[src/rtl/core/tss_pkg.sv]
// Package for the thread slot scheduler: state codes, opcodes, status codes,
// scheduling modes, sequencer states, channel words and default parameters.
// No dependencies.
package tss_pkg;

  localparam int unsigned SLOTS_DEF    = 8;
  localparam int unsigned PRIO_MIN_DEF = 0;
  localparam int unsigned PRIO_MAX_DEF = 15;
  localparam int unsigned CFG_AW       = 1;
  localparam int unsigned CFG_DW       = 8;
  localparam logic [7:0]  STARVE_RESET = 8'd10;

  typedef enum logic [1:0] {
    ST_UNUSED  = 2'd0,
    ST_READY   = 2'd1,
    ST_RUNNING = 2'd2,
    ST_BLOCKED = 2'd3
  } slot_state_e;

  typedef enum logic [2:0] {
    OP_CREATE   = 3'd0,
    OP_SCHEDULE = 3'd1,
    OP_EXIT     = 3'd2,
    OP_BLOCK    = 3'd3,
    OP_UNBLOCK  = 3'd4
  } op_e;

  localparam logic [2:0] STS_SWITCHED = 3'd0;
  localparam logic [2:0] STS_NONE     = 3'd1;
  localparam logic [2:0] STS_CREATED  = 3'd2;
  localparam logic [2:0] STS_FULL     = 3'd3;
  localparam logic [2:0] STS_DONE     = 3'd4;

  localparam logic [1:0] MODE_RR    = 2'd0;
  localparam logic [1:0] MODE_PRIO  = 2'd1;
  localparam logic [1:0] MODE_LOT   = 2'd2;

  localparam logic CFG_MODE   = 1'b0;
  localparam logic CFG_STARVE = 1'b1;

  typedef enum logic [3:0] {
    S_IDLE, S_CREATE, S_AGE, S_RR, S_PSTARVE, S_PLVL, S_LSUM, S_LDIV,
    S_LWALK, S_COMMIT, S_OUT
  } seq_e;

  // Input word: one operation request.
  typedef struct packed {
    logic [2:0]  op;
    logic [7:0]  req_prio;
    logic [7:0]  ticket_count;
    logic [15:0] random_value;
    logic [2:0]  wake_slot;
  } op_word_t;

  // Output word: one answer per operation.
  typedef struct packed {
    logic [2:0] status;
    logic [2:0] slot;
    logic [2:0] prev_slot;
  } status_word_t;

endpackage

[src/rtl/core/tss_if.sv]
// Valid/ready channel carrying one word of payload type T.
// Depends on nothing; used with types from tss_pkg.
interface tss_if #(parameter type T = logic) ();
  logic valid;
  logic ready;
  T     data;
  modport source (output valid, output data, input ready);
  modport sink (input valid, input data, output ready);
endinterface

[src/rtl/core/thread_slot_scheduler.sv]
// Thread slot scheduler top level: slot table, sequencer and result register.
// Depends on tss_pkg, tss_if and tss_div.
//
// The block keeps a table of SLOTS thread slots and answers each input word
// with exactly one output word. A sequencer walks the table one slot per
// cycle, so the cost of an item is set by that walk. Unblock and undefined
// ops go straight to the output state; create scans for the first unused
// slot. Schedule, exit and block first age every slot and then select:
// round robin scans once round from the slot after its pointer; priority
// mode runs the starvation search and then a rotating scan per priority
// level from PRIO_MIN upward; lottery sums the tickets, takes the remainder
// in the bit-serial divider, walks the tickets and commits. An undefined
// mode answers after the aging pass. The input is not ready while an item is
// in work or while the finished word waits in the output register, so the
// next input word is accepted only after the output word has been taken.
// The configuration port should be written only while the block is idle:
// index 0 is sched_mode, index 1 starve_limit.
module thread_slot_scheduler import tss_pkg::*; #(
  parameter int unsigned SLOTS    = SLOTS_DEF,
  parameter int unsigned PRIO_MIN = PRIO_MIN_DEF,
  parameter int unsigned PRIO_MAX = PRIO_MAX_DEF
) (
  input  logic              clk_i,
  input  logic              rst_ni,
  input  logic              cfg_we_i,
  input  logic [CFG_AW-1:0] cfg_idx_i,
  input  logic [CFG_DW-1:0] cfg_wdata_i,
  tss_if.sink               in_if,
  tss_if.source             out_if
);
  localparam int unsigned SW = $clog2(SLOTS);
  localparam int unsigned CW = SW + 1;

  // Slot table. Priorities carry one extra code below PRIO_MIN as the
  // starvation boost mark, stored as a 6-bit signed value.
  slot_state_e        st_q  [SLOTS];
  logic signed [5:0]  pri_q [SLOTS];
  logic [3:0]         base_q[SLOTS];
  logic [7:0]         tik_q [SLOTS];
  logic [7:0]         stv_q [SLOTS];
  logic [SW-1:0]      cur_q, rr_q, pp_q;
  logic [1:0]         mode_q;
  logic [7:0]         limit_q;

  seq_e          seq_q, seq_d;
  logic [CW-1:0] cnt_q;
  logic [SW-1:0] idx;
  logic [4:0]    lvl_q;
  logic          found_q;
  logic [SW-1:0] sel_q, prev_q;
  logic [7:0]    most_q;
  logic [15:0]   acc_q, win_q;
  logic [15:0]   acc_add, lsum_total;
  logic [7:0]    np_q, tk_q;
  logic [15:0]   rnd_q;
  logic [2:0]    sts_q;
  logic [2:0]    oslot_q;
  logic          ovalid_q;
  logic          div_start, div_done;
  logic [15:0]   div_rem;
  logic          last;
  logic signed [9:0] aged;
  logic [7:0]    cnt_inc;
  logic [SW-1:0] ridx;

  assign idx  = SW'(cnt_q);
  assign last = (cnt_q == CW'(SLOTS - 1));

  // Scan index for rotating searches starts one past a pointer.
  function automatic logic [SW-1:0] rot(input logic [SW-1:0] p, input logic [CW-1:0] k);
    logic [CW:0] s;
    s = (CW+1)'(p) + (CW+1)'(k) + (CW+1)'(1);
    if (s >= (CW+1)'(SLOTS)) s = s - (CW+1)'(SLOTS);
    return SW'(s);
  endfunction

  // Ticket sum including the slot under the scan; the divider starts on the
  // last summing cycle with the complete total.
  assign acc_add    = acc_q + {8'd0, tik_q[idx]};
  assign lsum_total = (st_q[idx] == ST_READY) ? acc_add : acc_q;

  tss_div #(.DW(16)) u_div (
    .clk_i, .rst_ni, .start_i(div_start), .dividend_i(rnd_q),
    .divisor_i(lsum_total), .done_o(div_done), .rem_o(div_rem)
  );

  assign ridx = rot((seq_q == S_RR) ? rr_q : pp_q, cnt_q);

  assign cnt_inc = (stv_q[idx] == 8'hff) ? 8'hff : stv_q[idx] + 8'd1;
  assign aged = $signed(10'(base_q[idx])) - $signed(10'(cnt_inc));

  assign in_if.ready = (seq_q == S_IDLE) && !ovalid_q;
  assign div_start   = (seq_q == S_LSUM) && last && (lsum_total != '0);

  always_comb begin
    seq_d = seq_q;
    unique case (seq_q)
      S_IDLE: begin
        if (in_if.valid && in_if.ready) begin
          unique case (in_if.data.op)
            OP_CREATE: seq_d = S_CREATE;
            OP_SCHEDULE, OP_EXIT, OP_BLOCK: seq_d = S_AGE;
            default: seq_d = S_OUT;
          endcase
        end
      end
      S_CREATE: if (last || st_q[idx] == ST_UNUSED) seq_d = S_OUT;
      S_AGE: begin
        if (last) begin
          unique case (mode_q)
            MODE_RR:   seq_d = S_RR;
            MODE_PRIO: seq_d = S_PSTARVE;
            MODE_LOT:  seq_d = S_LSUM;
            default:   seq_d = S_OUT;
          endcase
        end
      end
      S_RR: begin
        if (st_q[ridx] == ST_READY) seq_d = S_COMMIT;
        else if (last) seq_d = S_OUT;
      end
      S_PSTARVE: if (last) seq_d = S_PLVL;
      S_PLVL: begin
        if (found_q) seq_d = S_COMMIT;
        else if (st_q[ridx] == ST_READY && pri_q[ridx] == $signed({1'b0, lvl_q}))
          seq_d = S_COMMIT;
        else if (last && lvl_q == 5'(PRIO_MAX)) seq_d = S_OUT;
      end
      S_LSUM: if (last) seq_d = S_LDIV;
      S_LDIV: begin
        if (acc_q == '0) seq_d = S_OUT;
        else if (div_done) seq_d = S_LWALK;
      end
      S_LWALK: begin
        if (st_q[idx] == ST_READY && win_q < acc_add) seq_d = S_COMMIT;
        else if (last) seq_d = S_OUT;
      end
      S_COMMIT: seq_d = S_OUT;
      S_OUT: seq_d = S_IDLE;
      default: seq_d = S_IDLE;
    endcase
  end

  always_ff @(posedge clk_i or negedge rst_ni) begin
    if (!rst_ni) begin
      seq_q    <= S_IDLE;
      cnt_q    <= '0;
      mode_q   <= MODE_RR;
      limit_q  <= STARVE_RESET;
      cur_q    <= '0;
      rr_q     <= '0;
      pp_q     <= '0;
      ovalid_q <= 1'b0;
      found_q  <= 1'b0;
      for (int i = 0; i < SLOTS; i++) begin
        st_q[i]   <= (i == 0) ? ST_RUNNING : ST_UNUSED;
        pri_q[i]  <= '0;
        base_q[i] <= '0;
        tik_q[i]  <= (i == 0) ? 8'd1 : 8'd0;
        stv_q[i]  <= '0;
      end
    end else begin
      seq_q <= seq_d;
      if (cfg_we_i) begin
        if (cfg_idx_i == CFG_MODE) mode_q <= cfg_wdata_i[1:0];
        else limit_q <= cfg_wdata_i;
      end
      if (out_if.valid && out_if.ready) ovalid_q <= 1'b0;
      // The scan counter restarts on every state change and wraps after the
      // last slot, which also steps the priority scan to its next level.
      if (seq_q != seq_d || seq_q == S_IDLE || last) cnt_q <= '0;
      else cnt_q <= cnt_q + 1'b1;

      unique case (seq_q)
        S_IDLE: begin
          found_q <= 1'b0;
          if (in_if.valid && in_if.ready) begin
            np_q   <= in_if.data.req_prio;
            tk_q   <= in_if.data.ticket_count;
            rnd_q  <= in_if.data.random_value;
            prev_q <= cur_q;
            sts_q  <= STS_DONE;
            oslot_q <= 3'(cur_q);
            acc_q  <= '0;
            most_q <= '0;
            lvl_q  <= 5'(PRIO_MIN);
            unique case (in_if.data.op)
              OP_EXIT:  st_q[cur_q] <= ST_UNUSED;
              OP_BLOCK: st_q[cur_q] <= ST_BLOCKED;
              OP_UNBLOCK: begin
                if (32'(in_if.data.wake_slot) < SLOTS &&
                    st_q[SW'(in_if.data.wake_slot)] == ST_BLOCKED)
                  st_q[SW'(in_if.data.wake_slot)] <= ST_READY;
              end
              default: ;
            endcase
          end
        end
        S_CREATE: begin
          if (st_q[idx] == ST_UNUSED) begin
            st_q[idx]   <= ST_READY;
            base_q[idx] <= (np_q > 8'(PRIO_MAX)) ? 4'(PRIO_MAX) :
                           (np_q < 8'(PRIO_MIN)) ? 4'(PRIO_MIN) : np_q[3:0];
            pri_q[idx]  <= (np_q > 8'(PRIO_MAX)) ? 6'(PRIO_MAX) :
                           (np_q < 8'(PRIO_MIN)) ? 6'(PRIO_MIN) : {2'b0, np_q[3:0]};
            stv_q[idx]  <= '0;
            tik_q[idx]  <= (tk_q == 8'd0) ? 8'd1 : tk_q;
            sts_q       <= STS_CREATED;
            oslot_q     <= 3'(idx);
          end else if (last) begin
            sts_q   <= STS_FULL;
            oslot_q <= '0;
          end
        end
        S_AGE: begin
          if (idx == cur_q && st_q[idx] == ST_RUNNING) begin
            stv_q[idx] <= '0;
            if (mode_q == MODE_PRIO) pri_q[idx] <= $signed({2'b0, base_q[idx]});
          end else if (st_q[idx] == ST_READY) begin
            stv_q[idx] <= cnt_inc;
            if (mode_q == MODE_PRIO) begin
              if (cnt_inc > limit_q) pri_q[idx] <= 6'(PRIO_MIN) - 6'd1;
              else if (aged < $signed(10'(PRIO_MIN))) pri_q[idx] <= 6'(PRIO_MIN);
              else pri_q[idx] <= 6'(aged);
            end
          end
          sts_q <= STS_NONE;
        end
        S_RR: begin
          if (st_q[ridx] == ST_READY) begin
            sel_q <= ridx;
            rr_q  <= ridx;
          end
        end
        S_PSTARVE: begin
          if (st_q[idx] == ST_READY && stv_q[idx] > limit_q &&
              (!found_q || stv_q[idx] > most_q)) begin
            found_q <= 1'b1;
            sel_q   <= idx;
            most_q  <= stv_q[idx];
          end
        end
        S_PLVL: begin
          if (!found_q && st_q[ridx] == ST_READY &&
              pri_q[ridx] == $signed({1'b0, lvl_q})) begin
            sel_q <= ridx;
            pp_q  <= ridx;
          end
          if (last) lvl_q <= lvl_q + 5'd1;
        end
        S_LSUM: if (st_q[idx] == ST_READY) acc_q <= acc_add;
        S_LDIV: begin
          if (div_done) begin
            win_q <= div_rem;
            acc_q <= '0;
          end
        end
        S_LWALK: begin
          if (st_q[idx] == ST_READY) begin
            acc_q <= acc_add;
            if (win_q < acc_add) sel_q <= idx;
          end
        end
        S_COMMIT: begin
          // The old slot goes back to ready unless it left the table, blocked
          // or is picked again.
          if (sel_q != cur_q && st_q[cur_q] != ST_UNUSED && st_q[cur_q] != ST_BLOCKED)
            st_q[cur_q] <= ST_READY;
          st_q[sel_q] <= ST_RUNNING;
          cur_q   <= sel_q;
          sts_q   <= STS_SWITCHED;
          oslot_q <= 3'(sel_q);
        end
        S_OUT: ovalid_q <= 1'b1;
        default: ;
      endcase
    end
  end

  assign out_if.valid          = ovalid_q;
  assign out_if.data.status    = sts_q;
  assign out_if.data.slot      = oslot_q;
  assign out_if.data.prev_slot = 3'(prev_q);
endmodule

[src/rtl/core/tss_div.sv]
// Restoring divider giving the remainder of a 16-bit value by a divisor,
// one bit per cycle. Depends on tss_pkg only by convention of the project.
module tss_div import tss_pkg::*; #(
  parameter int unsigned DW = 16
) (
  input  logic          clk_i,
  input  logic          rst_ni,
  input  logic          start_i,
  input  logic [DW-1:0] dividend_i,
  input  logic [DW-1:0] divisor_i,
  output logic          done_o,
  output logic [DW-1:0] rem_o
);
  localparam int unsigned CW = $clog2(DW + 1);
  logic [DW-1:0] quo_q, quo_d, rem_q, rem_d, dvs_q;
  logic [CW-1:0] cnt_q;
  logic          busy_q;
  logic [DW:0]   trial;

  always_comb begin
    trial = {rem_q, quo_q[DW-1]};
    rem_d = trial[DW-1:0];
    if (trial >= {1'b0, dvs_q}) begin
      rem_d = DW'(trial - {1'b0, dvs_q});
    end
    quo_d = {quo_q[DW-2:0], 1'b0};
  end

  always_ff @(posedge clk_i or negedge rst_ni) begin
    if (!rst_ni) begin
      busy_q <= 1'b0;
      cnt_q  <= '0;
      done_o <= 1'b0;
    end else begin
      done_o <= 1'b0;
      if (start_i) begin
        busy_q <= 1'b1;
        cnt_q  <= CW'(DW);
      end else if (busy_q) begin
        cnt_q <= cnt_q - 1'b1;
        if (cnt_q == CW'(1)) begin
          busy_q <= 1'b0;
          done_o <= 1'b1;
        end
      end
    end
  end

  always_ff @(posedge clk_i) begin
    if (start_i) begin
      quo_q <= dividend_i;
      rem_q <= '0;
      dvs_q <= divisor_i;
    end else if (busy_q) begin
      quo_q <= quo_d;
      rem_q <= rem_d;
    end
  end

  assign rem_o = rem_q;
endmodule

[src/flat_wrapper.sv]
// flat-port wrapper written by rule: the top's interface ports become plain ports
module thread_slot_scheduler_flat import tss_pkg::*;
#(
  parameter int unsigned SLOTS    = SLOTS_DEF,
  parameter int unsigned PRIO_MIN = PRIO_MIN_DEF,
  parameter int unsigned PRIO_MAX = PRIO_MAX_DEF
)
  (clk_i, rst_ni, cfg_we_i, cfg_idx_i, cfg_wdata_i, in_if_valid, in_if_data, in_if_ready, out_if_valid, out_if_data, out_if_ready);
  tss_if #(.T(op_word_t)) in_if_i ();
  tss_if #(.T(status_word_t)) out_if_i ();
  input  logic clk_i;
  input  logic rst_ni;
  input  logic cfg_we_i;
  input  logic [CFG_AW-1:0] cfg_idx_i;
  input  logic [CFG_DW-1:0] cfg_wdata_i;
  input wire logic [$bits(in_if_i.valid)-1:0] in_if_valid;
  input wire logic [$bits(in_if_i.data)-1:0] in_if_data;
  output wire logic [$bits(in_if_i.ready)-1:0] in_if_ready;
  output wire logic [$bits(out_if_i.valid)-1:0] out_if_valid;
  output wire logic [$bits(out_if_i.data)-1:0] out_if_data;
  input wire logic [$bits(out_if_i.ready)-1:0] out_if_ready;
  assign in_if_i.valid = in_if_valid;
  assign in_if_i.data = in_if_data;
  assign in_if_ready = in_if_i.ready;
  assign out_if_valid = out_if_i.valid;
  assign out_if_data = out_if_i.data;
  assign out_if_i.ready = out_if_ready;
  thread_slot_scheduler #(.SLOTS(SLOTS), .PRIO_MIN(PRIO_MIN), .PRIO_MAX(PRIO_MAX)) u_core (.clk_i(clk_i), .rst_ni(rst_ni), .cfg_we_i(cfg_we_i), .cfg_idx_i(cfg_idx_i), .cfg_wdata_i(cfg_wdata_i), .in_if(in_if_i), .out_if(out_if_i));
endmodule
[config.mk]
export PLATFORM = sky130hd
export DESIGN_NAME = thread_slot_scheduler_flat
export DESIGN_NICKNAME = d
export VERILOG_FILES = /design/src/rtl/core/tss_pkg.sv /design/src/rtl/core/tss_if.sv /design/src/rtl/core/thread_slot_scheduler.sv /design/src/rtl/core/tss_div.sv /design/src/flat_wrapper.sv
export SDC_FILE = /design/constraint.sdc
export NUM_CORES = 1
export LEC_CHECK = 0
export BUFFER_PORTS_ARGS = -buffer_cell sky130_fd_sc_hd__buf_2
export CORE_MARGIN = 1
export CORE_UTILIZATION = 45
export DETAILED_ROUTE_END_ITERATION = 12
export PLACE_DENSITY = 0.71
export SETUP_SLACK_MARGIN = 0.4
export SYNTH_ARGS = -nofsm -noshare
export SYNTH_HDL_FRONTEND = slang
export SYNTH_HIERARCHICAL = 1
export SYNTH_SLANG_ARGS = --single-unit
[constraint.sdc]
create_clock -name clk_i -period 14.05 [get_ports clk_i]
set_input_delay 2.81 -clock clk_i [delete_from_list [all_inputs] [get_ports clk_i]]
set_output_delay 2.81 -clock clk_i [all_outputs]
set_load 0.1 [all_outputs]
# Word-level counts from Yosys, hierarchy flattened

Cells that the tools add are included.

Bits in registers: 397
Input bits: 52
Output and inout port bits: 11
Word-level logic and storage cells: 352

Add/sub/neg operators: 10
$lt $le $gt $ge: 18
Equal/unequal tests: 44
Mux-type cells: 127
Bitwise gates (word level): 26
Reduce and logical (&&, ||, !) cells: 61

Operator list:

| cell                                      | number |
|---|---|
| 48-bit two-way mux                        | 7 |
| 64-bit two-way mux                        | 3 |
| 16-bit two-way mux                        | 11 |
| 48-bit bitwise mux                        | 3 |
| 16-bit one-hot mux with 3 select lines    | 3 |
| 64-bit bitwise mux                        | 2 |
| 64-bit one-hot mux with 2 select lines    | 1 |
| 48-bit one-hot mux with 2 select lines    | 1 |
| 4-bit two-way mux                         | 20 |
| 8-bit two-way mux                         | 9 |
| 64-bit AND                                | 1 |
| 64-bit inverter                           | 1 |
| 48-bit AND                                | 1 |
| 8-bit binary-select mux with 3-bit select | 2 |
| 48-bit inverter                           | 1 |
| 48-bit OR                                 | 1 |
| 4-bit one-hot mux with 10 select lines    | 1 |
| 3-bit two-way mux                         | 13 |
| 8-bit AND                                 | 4 |
| 32-bit bitwise mux                        | 1 |
| 8-bit inverter                            | 4 |
| 8-bit OR                                  | 4 |
| 2-bit binary-select mux with 3-bit select | 4 |
| 2-bit demux with 3-bit select             | 4 |
| 79 further kinds                          | 184 |

# Longest topological paths before layout

Depth after elaboration: 19
Depth in mapped cells: 25
Depth with buffers taken out: 21

# Hierarchy

The synthesis kept the hierarchy.

By module, submodules not included:

| module                | times used | cells an instance | area an instance (sq um) | sequential area each (sq um) |
|---|---|---|---|---|
| thread_slot_scheduler | 1          | 1825              | 19371.1                  | 9008.6 |
| tss_div               | 1          | 309               | 3226.8                   | 1456.4 |

# Worst setup path before layout

Ideal clock, no wire load.

Kind: register to register
Start point: register u_core.cnt_q[2]
End point: register u_core.u_div.quo_q[10], data pin
Setup time: 260 ps
Data arrival time: 6267 ps
Required time: 13790 ps
Slack: 7523 ps
Cell stages (with the launch flop): 22
Path buffers: 7
Clock period less this slack: 6527 ps
Cells stage by stage: dfrtp_1 > buf_4 > buf_4 > buf_2 > buf_1 > buf_1 > mux2i_1 > nor2_1 > a221oi_1 > nand3_1 > ha_1 > o21a_1 > a211o_1 > a211oi_1 > nor3_1 > a31o_2 > and4_1 > nor4bb_1 > a31oi_1 > clkbuf_1 > buf_1 > mux2_2

Longest elaborated chain between the ends: 9
Elaborated cells on any way between the ends: 15
Classes of those cells: add/sub: 1; eq/ne: 2; mux: 8; bitwise: 1; reduce/logical: 3

RTL lines:

| what                                                                                                       | line                                                     | text |
|---|---|---|
| from (decl)                                                                                                | thread_slot_scheduler.sv:46                              | `logic [CW-1:0] cnt_q;` |
| from (signal assigned)                                                                                     | thread_slot_scheduler.sv:172                             | `else cnt_q <= cnt_q + 1'b1;` |
| 3-bit inverter with 4-bit output (not written as such)                                                     | thread_slot_scheduler.sv:79, thread_slot_scheduler.sv:80 |  |
| 8-bit binary-select mux with 3-bit select or 2-bit binary-select mux with 3-bit select (tied branches)     | thread_slot_scheduler.sv:79, thread_slot_scheduler.sv:80 |  |
| 8-bit two-way mux (not written as such) or 2-bit two-way mux (tied branches) (2 in a row)                  | thread_slot_scheduler.sv:79, thread_slot_scheduler.sv:80 |  |
| 16-bit by 8-bit adder with 16-bit output or 2-bit by 1-bit equality test with 1-bit output (tied branches) | thread_slot_scheduler.sv:79, thread_slot_scheduler.sv:80 |  |
| 16-bit two-way mux                                                                                         | n/a                                                      |  |
| 16-bit nonzero test                                                                                        | thread_slot_scheduler.sv:93                              | `assign div_start = (seq_q == S_LSUM) && last && (lsum_total != '0);` |
| 1-bit logical AND *                                                                                        | thread_slot_scheduler.sv:93                              |  |
| via u_core.div_start                                                                                       | thread_slot_scheduler.sv:59                              | `logic div_start, div_done;` |
| 16-bit two-way mux *                                                                                       | tss_div.sv:50                                            | `if (start_i) begin` |
| to (signal assigned)                                                                                       | tss_div.sv:51                                            | `quo_q <= dividend_i;` |
| to (signal assigned)                                                                                       | tss_div.sv:55                                            | `quo_q <= quo_d;` |
| to (decl)                                                                                                  | tss_div.sv:15                                            | `logic [DW-1:0] quo_q, quo_d, rem_q, rem_d, dvs_q;` |

The timed path passes the listed nets; every way through them passes the cells marked *. The select of a mux whose other input is x is not followed.
A chain may end at the register's enable or synchronous reset.

# Worst setup path after layout

Start point: register u_core.cnt_q[1]
End point: register u_core.sel_q[1], enable pin

Longest elaborated chain between the ends: 13
Elaborated cells on any way between the ends: 40
Classes of those cells: add/sub: 4; order compare: 4; eq/ne: 8; mux: 16; bitwise: 2; reduce/logical: 6

RTL lines:

| what                                                                                                                        | line                                                                                     | text |
|---|---|---|
| 3-bit by 4-bit adder with 5-bit output                                                                                      | thread_slot_scheduler.sv:72                                                              | `s = (CW+1)'(p) + (CW+1)'(k) + (CW+1)'(1);` |
| 5-bit by 1-bit adder with 5-bit output                                                                                      | thread_slot_scheduler.sv:72                                                              |  |
| 5-bit by 4-bit greater-or-equal comparator with 1-bit output or 3-bit by 1-bit subtractor with 3-bit output (tied branches) | thread_slot_scheduler.sv:73                                                              | `if (s >= (CW+1)'(SLOTS)) s = s - (CW+1)'(SLOTS);` |
| 3-bit two-way mux                                                                                                           | thread_slot_scheduler.sv:73                                                              |  |
| 3-bit inverter with 4-bit output (not written as such)                                                                      | thread_slot_scheduler.sv:230, thread_slot_scheduler.sv:244, thread_slot_scheduler.sv:245 |  |
| 2-bit binary-select mux with 3-bit select                                                                                   | thread_slot_scheduler.sv:230, thread_slot_scheduler.sv:244                               |  |
| 2-bit two-way mux (not written as such) (2 in a row)                                                                        | thread_slot_scheduler.sv:230, thread_slot_scheduler.sv:244                               |  |
| 2-bit by 1-bit equality test with 1-bit output                                                                              | thread_slot_scheduler.sv:230, thread_slot_scheduler.sv:244                               |  |
| 1-bit logical AND (2 in a row)                                                                                              | thread_slot_scheduler.sv:244                                                             | `if (!found_q && st_q[ridx] == ST_READY &&` |
| 2-bit by 1-bit != test with 1-bit output (no source line)                                                                   | n/a                                                                                      |  |
| 7-bit AND reduction (no source line) *                                                                                      | n/a                                                                                      |  |
| to (signal assigned)                                                                                                        | thread_slot_scheduler.sv:239                                                             | `sel_q <= idx;` |
| to (signal assigned)                                                                                                        | thread_slot_scheduler.sv:246                                                             | `sel_q <= ridx;` |
| to (signal assigned)                                                                                                        | thread_slot_scheduler.sv:261                                                             | `if (win_q < acc_add) sel_q <= idx;` |
| to (decl)                                                                                                                   | thread_slot_scheduler.sv:50                                                              | `logic [SW-1:0] sel_q, prev_q;` |

Mark *: on every way between the ends. The rest lies on a longest branch, timed or not. The select of a mux whose other input is x is not followed.

==> flow_metrics.py <==
metrics = {
    "timing": {
        "setup_slack_ps": 6730,
        "final.setup_skew_ps": 27.1,
        "period_share_pct": 52.1,
        "max_freq_mhz": 137,
        "hold_violations": 0,
        "tns_ps": 0,
        "finalSetupViolations": 0,
        "period_minus_slack_ps": 7320,
        "rsz0062_at_grt": "no",
        "worst_slew_pin_slew_ps": 1110,
        "maxSlewHeadroom_pct": 25.6,
        "drv_slew": 0,
    },
    "yosys": {
        "synth.top_cell.area_share_pct": 28.3,
        "synth_cell_type_count": 105,
        "synthArstFlopShare_pct": 65.5,
        "ys_seq_area_share_pct": 46.3,
        "avgSynthCellArea_um2": 10.6,
        "synth_flop_cell": "dfrtp_1",
        "synthTopCellsByCount": "dfrtp_1, nand2_1, mux2_2, nor2_1, o21ai_0",
        "ys_warn_count": 6,
        "synth-edff-count": 121,
        "netlist_instances": 2134,
        "syn_area_um2": 22600,
        "synth_nets": 2267,
        "synth_area_leaders": "dfrtp_1, edfxtp_1, mux2_2",
        "ys_ff_latch": 397,
        "yosysMostFrequentCell": "dfrtp_1",
        "synth_top_area_cell": "dfrtp_1",
    },
    "grt": {
        "grt_max_degree": 86,
        "grt_pass1_vias": 17600,
        "grt_pass1_wl_um": 102000,
        "antenna_found_initial": 0,
        "grtUsageTotal_pct": 25.6,
        "grt-ovfl-total": 0,
    },
    "route": {
        "wl_per_cell_um": 22.9,
        "drtIter0Drc": 2200,
        "viasPerCell": 6.32,
        "drc": 0,
        "num_vias": 18000,
        "dr.pass1.iters": 6,
        "routed_wl_um": 65100,
        "ant_nets": 0,
    },
    "placed_design": {
        "dp_hpwl_um": 45300,
        "gp_congestion": 0.962,
        "dp_cells": 2760,
        "dp_slack_ps": 6800,
        "portBuffers": 62,
    },
    "pwr": {
        "internal-power_mw": 2.64,
        "p_total_mw": 4.37,
        "power.leakage_nw": 10.4,
        "p_per_area_nw_per_um2": 175,
        "ir_drop_mv": 0.114,
        "seqPwrFrac_pct": 35.6,
        "switching_share_pct": 39.5,
        "p_sw_mw": 1.72,
        "power_frac_clock_pct": 28.1,
        "pwr-share-comb_pct": 36.4,
    },
    "clock_network": {
        "clock-sinks": 397,
        "cts_setup_buffers": 0,
        "htreeDepth": 2,
        "postCtsHoldBufs": 0,
        "cts_buffers": 45,
        "cts_resized": 0,
        "clockBufferDepth": 3,
        "cts_tree": "done",
        "clk_pin_slew_ps": 60,
        "root_buffer": "clkbuf_16",
        "insertion_delay_ps": 600,
    },
    "min_path": {
        "hp-class": "flop to flop",
        "hold_path_depth": 2,
        "min_to": "u_core/base_q[6]$_DFFE_PN0P_",
        "hold_start": "u_core/base_q[6]$_DFFE_PN0P_",
    },
    "critical_path": {
        "critPathRequiredTime_ps": 14260,
        "cp_max_fo": 30,
        "r2r_start": "u_core/cnt_q[1]$_DFF_PN0_",
        "start_kind": "flop",
        "r2r_slack_ps": 6730,
        "r2r_end": "u_core/sel_q[1]$_DFFE_PP_",
        "endpoint_kind": "flop",
        "ff2ff_path_depth": 21,
        "worstPathArrival_ps": 7530,
        "worstSetupPathType": "flop to flop",
    },
    "die": {
        "dieHeight_um": 226,
        "floorplan.die.width_um": 226,
        "rows": 81,
        "core_area_um2": 49300,
        "die-area_um2": 51100,
        "start_util_pct": 45.9,
        "io_pins": 63,
    },
    "cells_and_area": {
        "area_growth_syn_to_layout_pct": 10.6,
        "final_cells": 2844,
        "finalNetCount": 2276,
        "layout-drive-gt1-share_pct": 19.6,
        "diodes": 0,
    },
    "outcome": {
        "status": "complete, no violations",
    },
    "flow_run": {
        "max_cap_violations": 0,
    },
}
==> power by group through the flow <==
stage | Clock [mW] | Combinational [mW] | Sequential (mW)
global route | 1.29 | 1.71 | 1.57
detailed placement | 0 | 1.54 | 1.56
CTS | 1.25 | 1.55 | 1.54
finish | 1.23 | 1.59 | 1.55
global placement | 0 | 1.50 | 1.56
floorplan | 0 | 1.10 | 1.53
==> cells by family after synthesis <==
| group | synth area share (%) |
|---|---|
| compound gates | 15.9 |
| buf+inv | 4.06 |
| mux | 12.7 |
| simple gates | 14.4 |
| flops | 46.3 |
| fa+ha+maj | 4.62 |
| xor+xnor | 2.08 |
==> how the worst max path moves through the flow <==
stage	startpoint	to	slack (ps)	depth (start not counted)
CTS	u_core/cnt_q[1]$_DFF_PN0_	u_core/sel_q[1]$_DFFE_PP_	6740	21
global placement	u_core/cnt_q[1]$_DFF_PN0_	u_core/sel_q[0]$_DFFE_PP_	7200	21
global route	u_core/cnt_q[1]$_DFF_PN0_	u_core/sel_q[0]$_DFFE_PP_	6280	21
floorplan	u_core/cnt_q[2]$_DFF_PN0_	u_core/u_div/quo_q[10]$_DFFE_PP_	7520	21
detailed placement	u_core/cnt_q[1]$_DFF_PN0_	u_core/sel_q[0]$_DFFE_PP_	6800	21
finish	u_core/cnt_q[1]$_DFF_PN0_	u_core/sel_q[1]$_DFFE_PP_	6730	21
==> flip-flops by register name, summed over array words and instances (netlist names), 16 cells and up <==
name	count
u_core/stv_q	64
u_core/tik_q	64
u_core/pri_q	48
u_core/base_q	32
u_core/acc_q	16
u_core/rnd_q	16
u_core/st_q	16
u_core/u_div/dvs_q	16
u_core/u_div/quo_q	16
u_core/u_div/rem_o	16
u_core/win_q	16
==> layout make-up <==
class	count	area (um^2)
clock inverter	21	278
fill	4419	24300
inverter	87	327
timing repair buffer	93	553
sequential	397	10500
multi-input combinational	1519	11300
tap	664	831
clock buffer	63	1270
==> metal layers <==
layer | share of wire, % | GRT usage (%) | vias up
met5 | 0 | 0 | -
li1 | - | - | 7995
met4 | 3.2 | 8.33 | 0
met1 | 41 | 34.3 | 8871
met2 | 46 | 40.9 | 944
met3 | 9.4 | 6.05 | 154
==> worst max-delay path, stage by stage (launching register included) <==
cell and delay (ps):
dfrtp_1 390, buf_4 410, nand2b_1 330, nor2_1 910
a22o_1 250, a221oi_1 60, nand3_1 160, ha_1 280
a211oi_1 260, o21ai_0 150, and3_1 190, o31ai_1 850
nor2_1 150, xnor2_1 230, ha_1 280, a21o_1 170
a21o_1 190, a211oi_1 270, o21ai_0 340, o31a_1 340
o21ai_0 130, nor4bb_1 590
==> cells in the final DEF (no fill, tap or decap), types with 24 or more instances in the layout <==
master and instances:
a31oi_1 24, nor3_1 40, xnor2_1 34, buf_4 31
clkbuf_16 45, dfrtp_1 255, a22oi_1 48, nand4_1 26
o21ai_0 124, nor2b_1 33, o31ai_1 24, buf_2 61
nand3_1 35, edfxtp_1 121, mux2_2 179, a21oi_1 93
inv_1 84, nor2_1 131, nand2_1 194, ha_1 77
nor4_1 32
==> metrics by stage <==
stage          hold slack (ps)  util, %  cell area, um^2
2_1_floorplan              423        -            22600
3_3_place_gp               461     47.6            23400
3_5_place_dp               464     47.6            23400
4_1_cts                    476     50.7            25000
5_1_grt                    508     50.7            25000
6_report                   483     50.7            25000
Power figures use the tool's default switching activity.
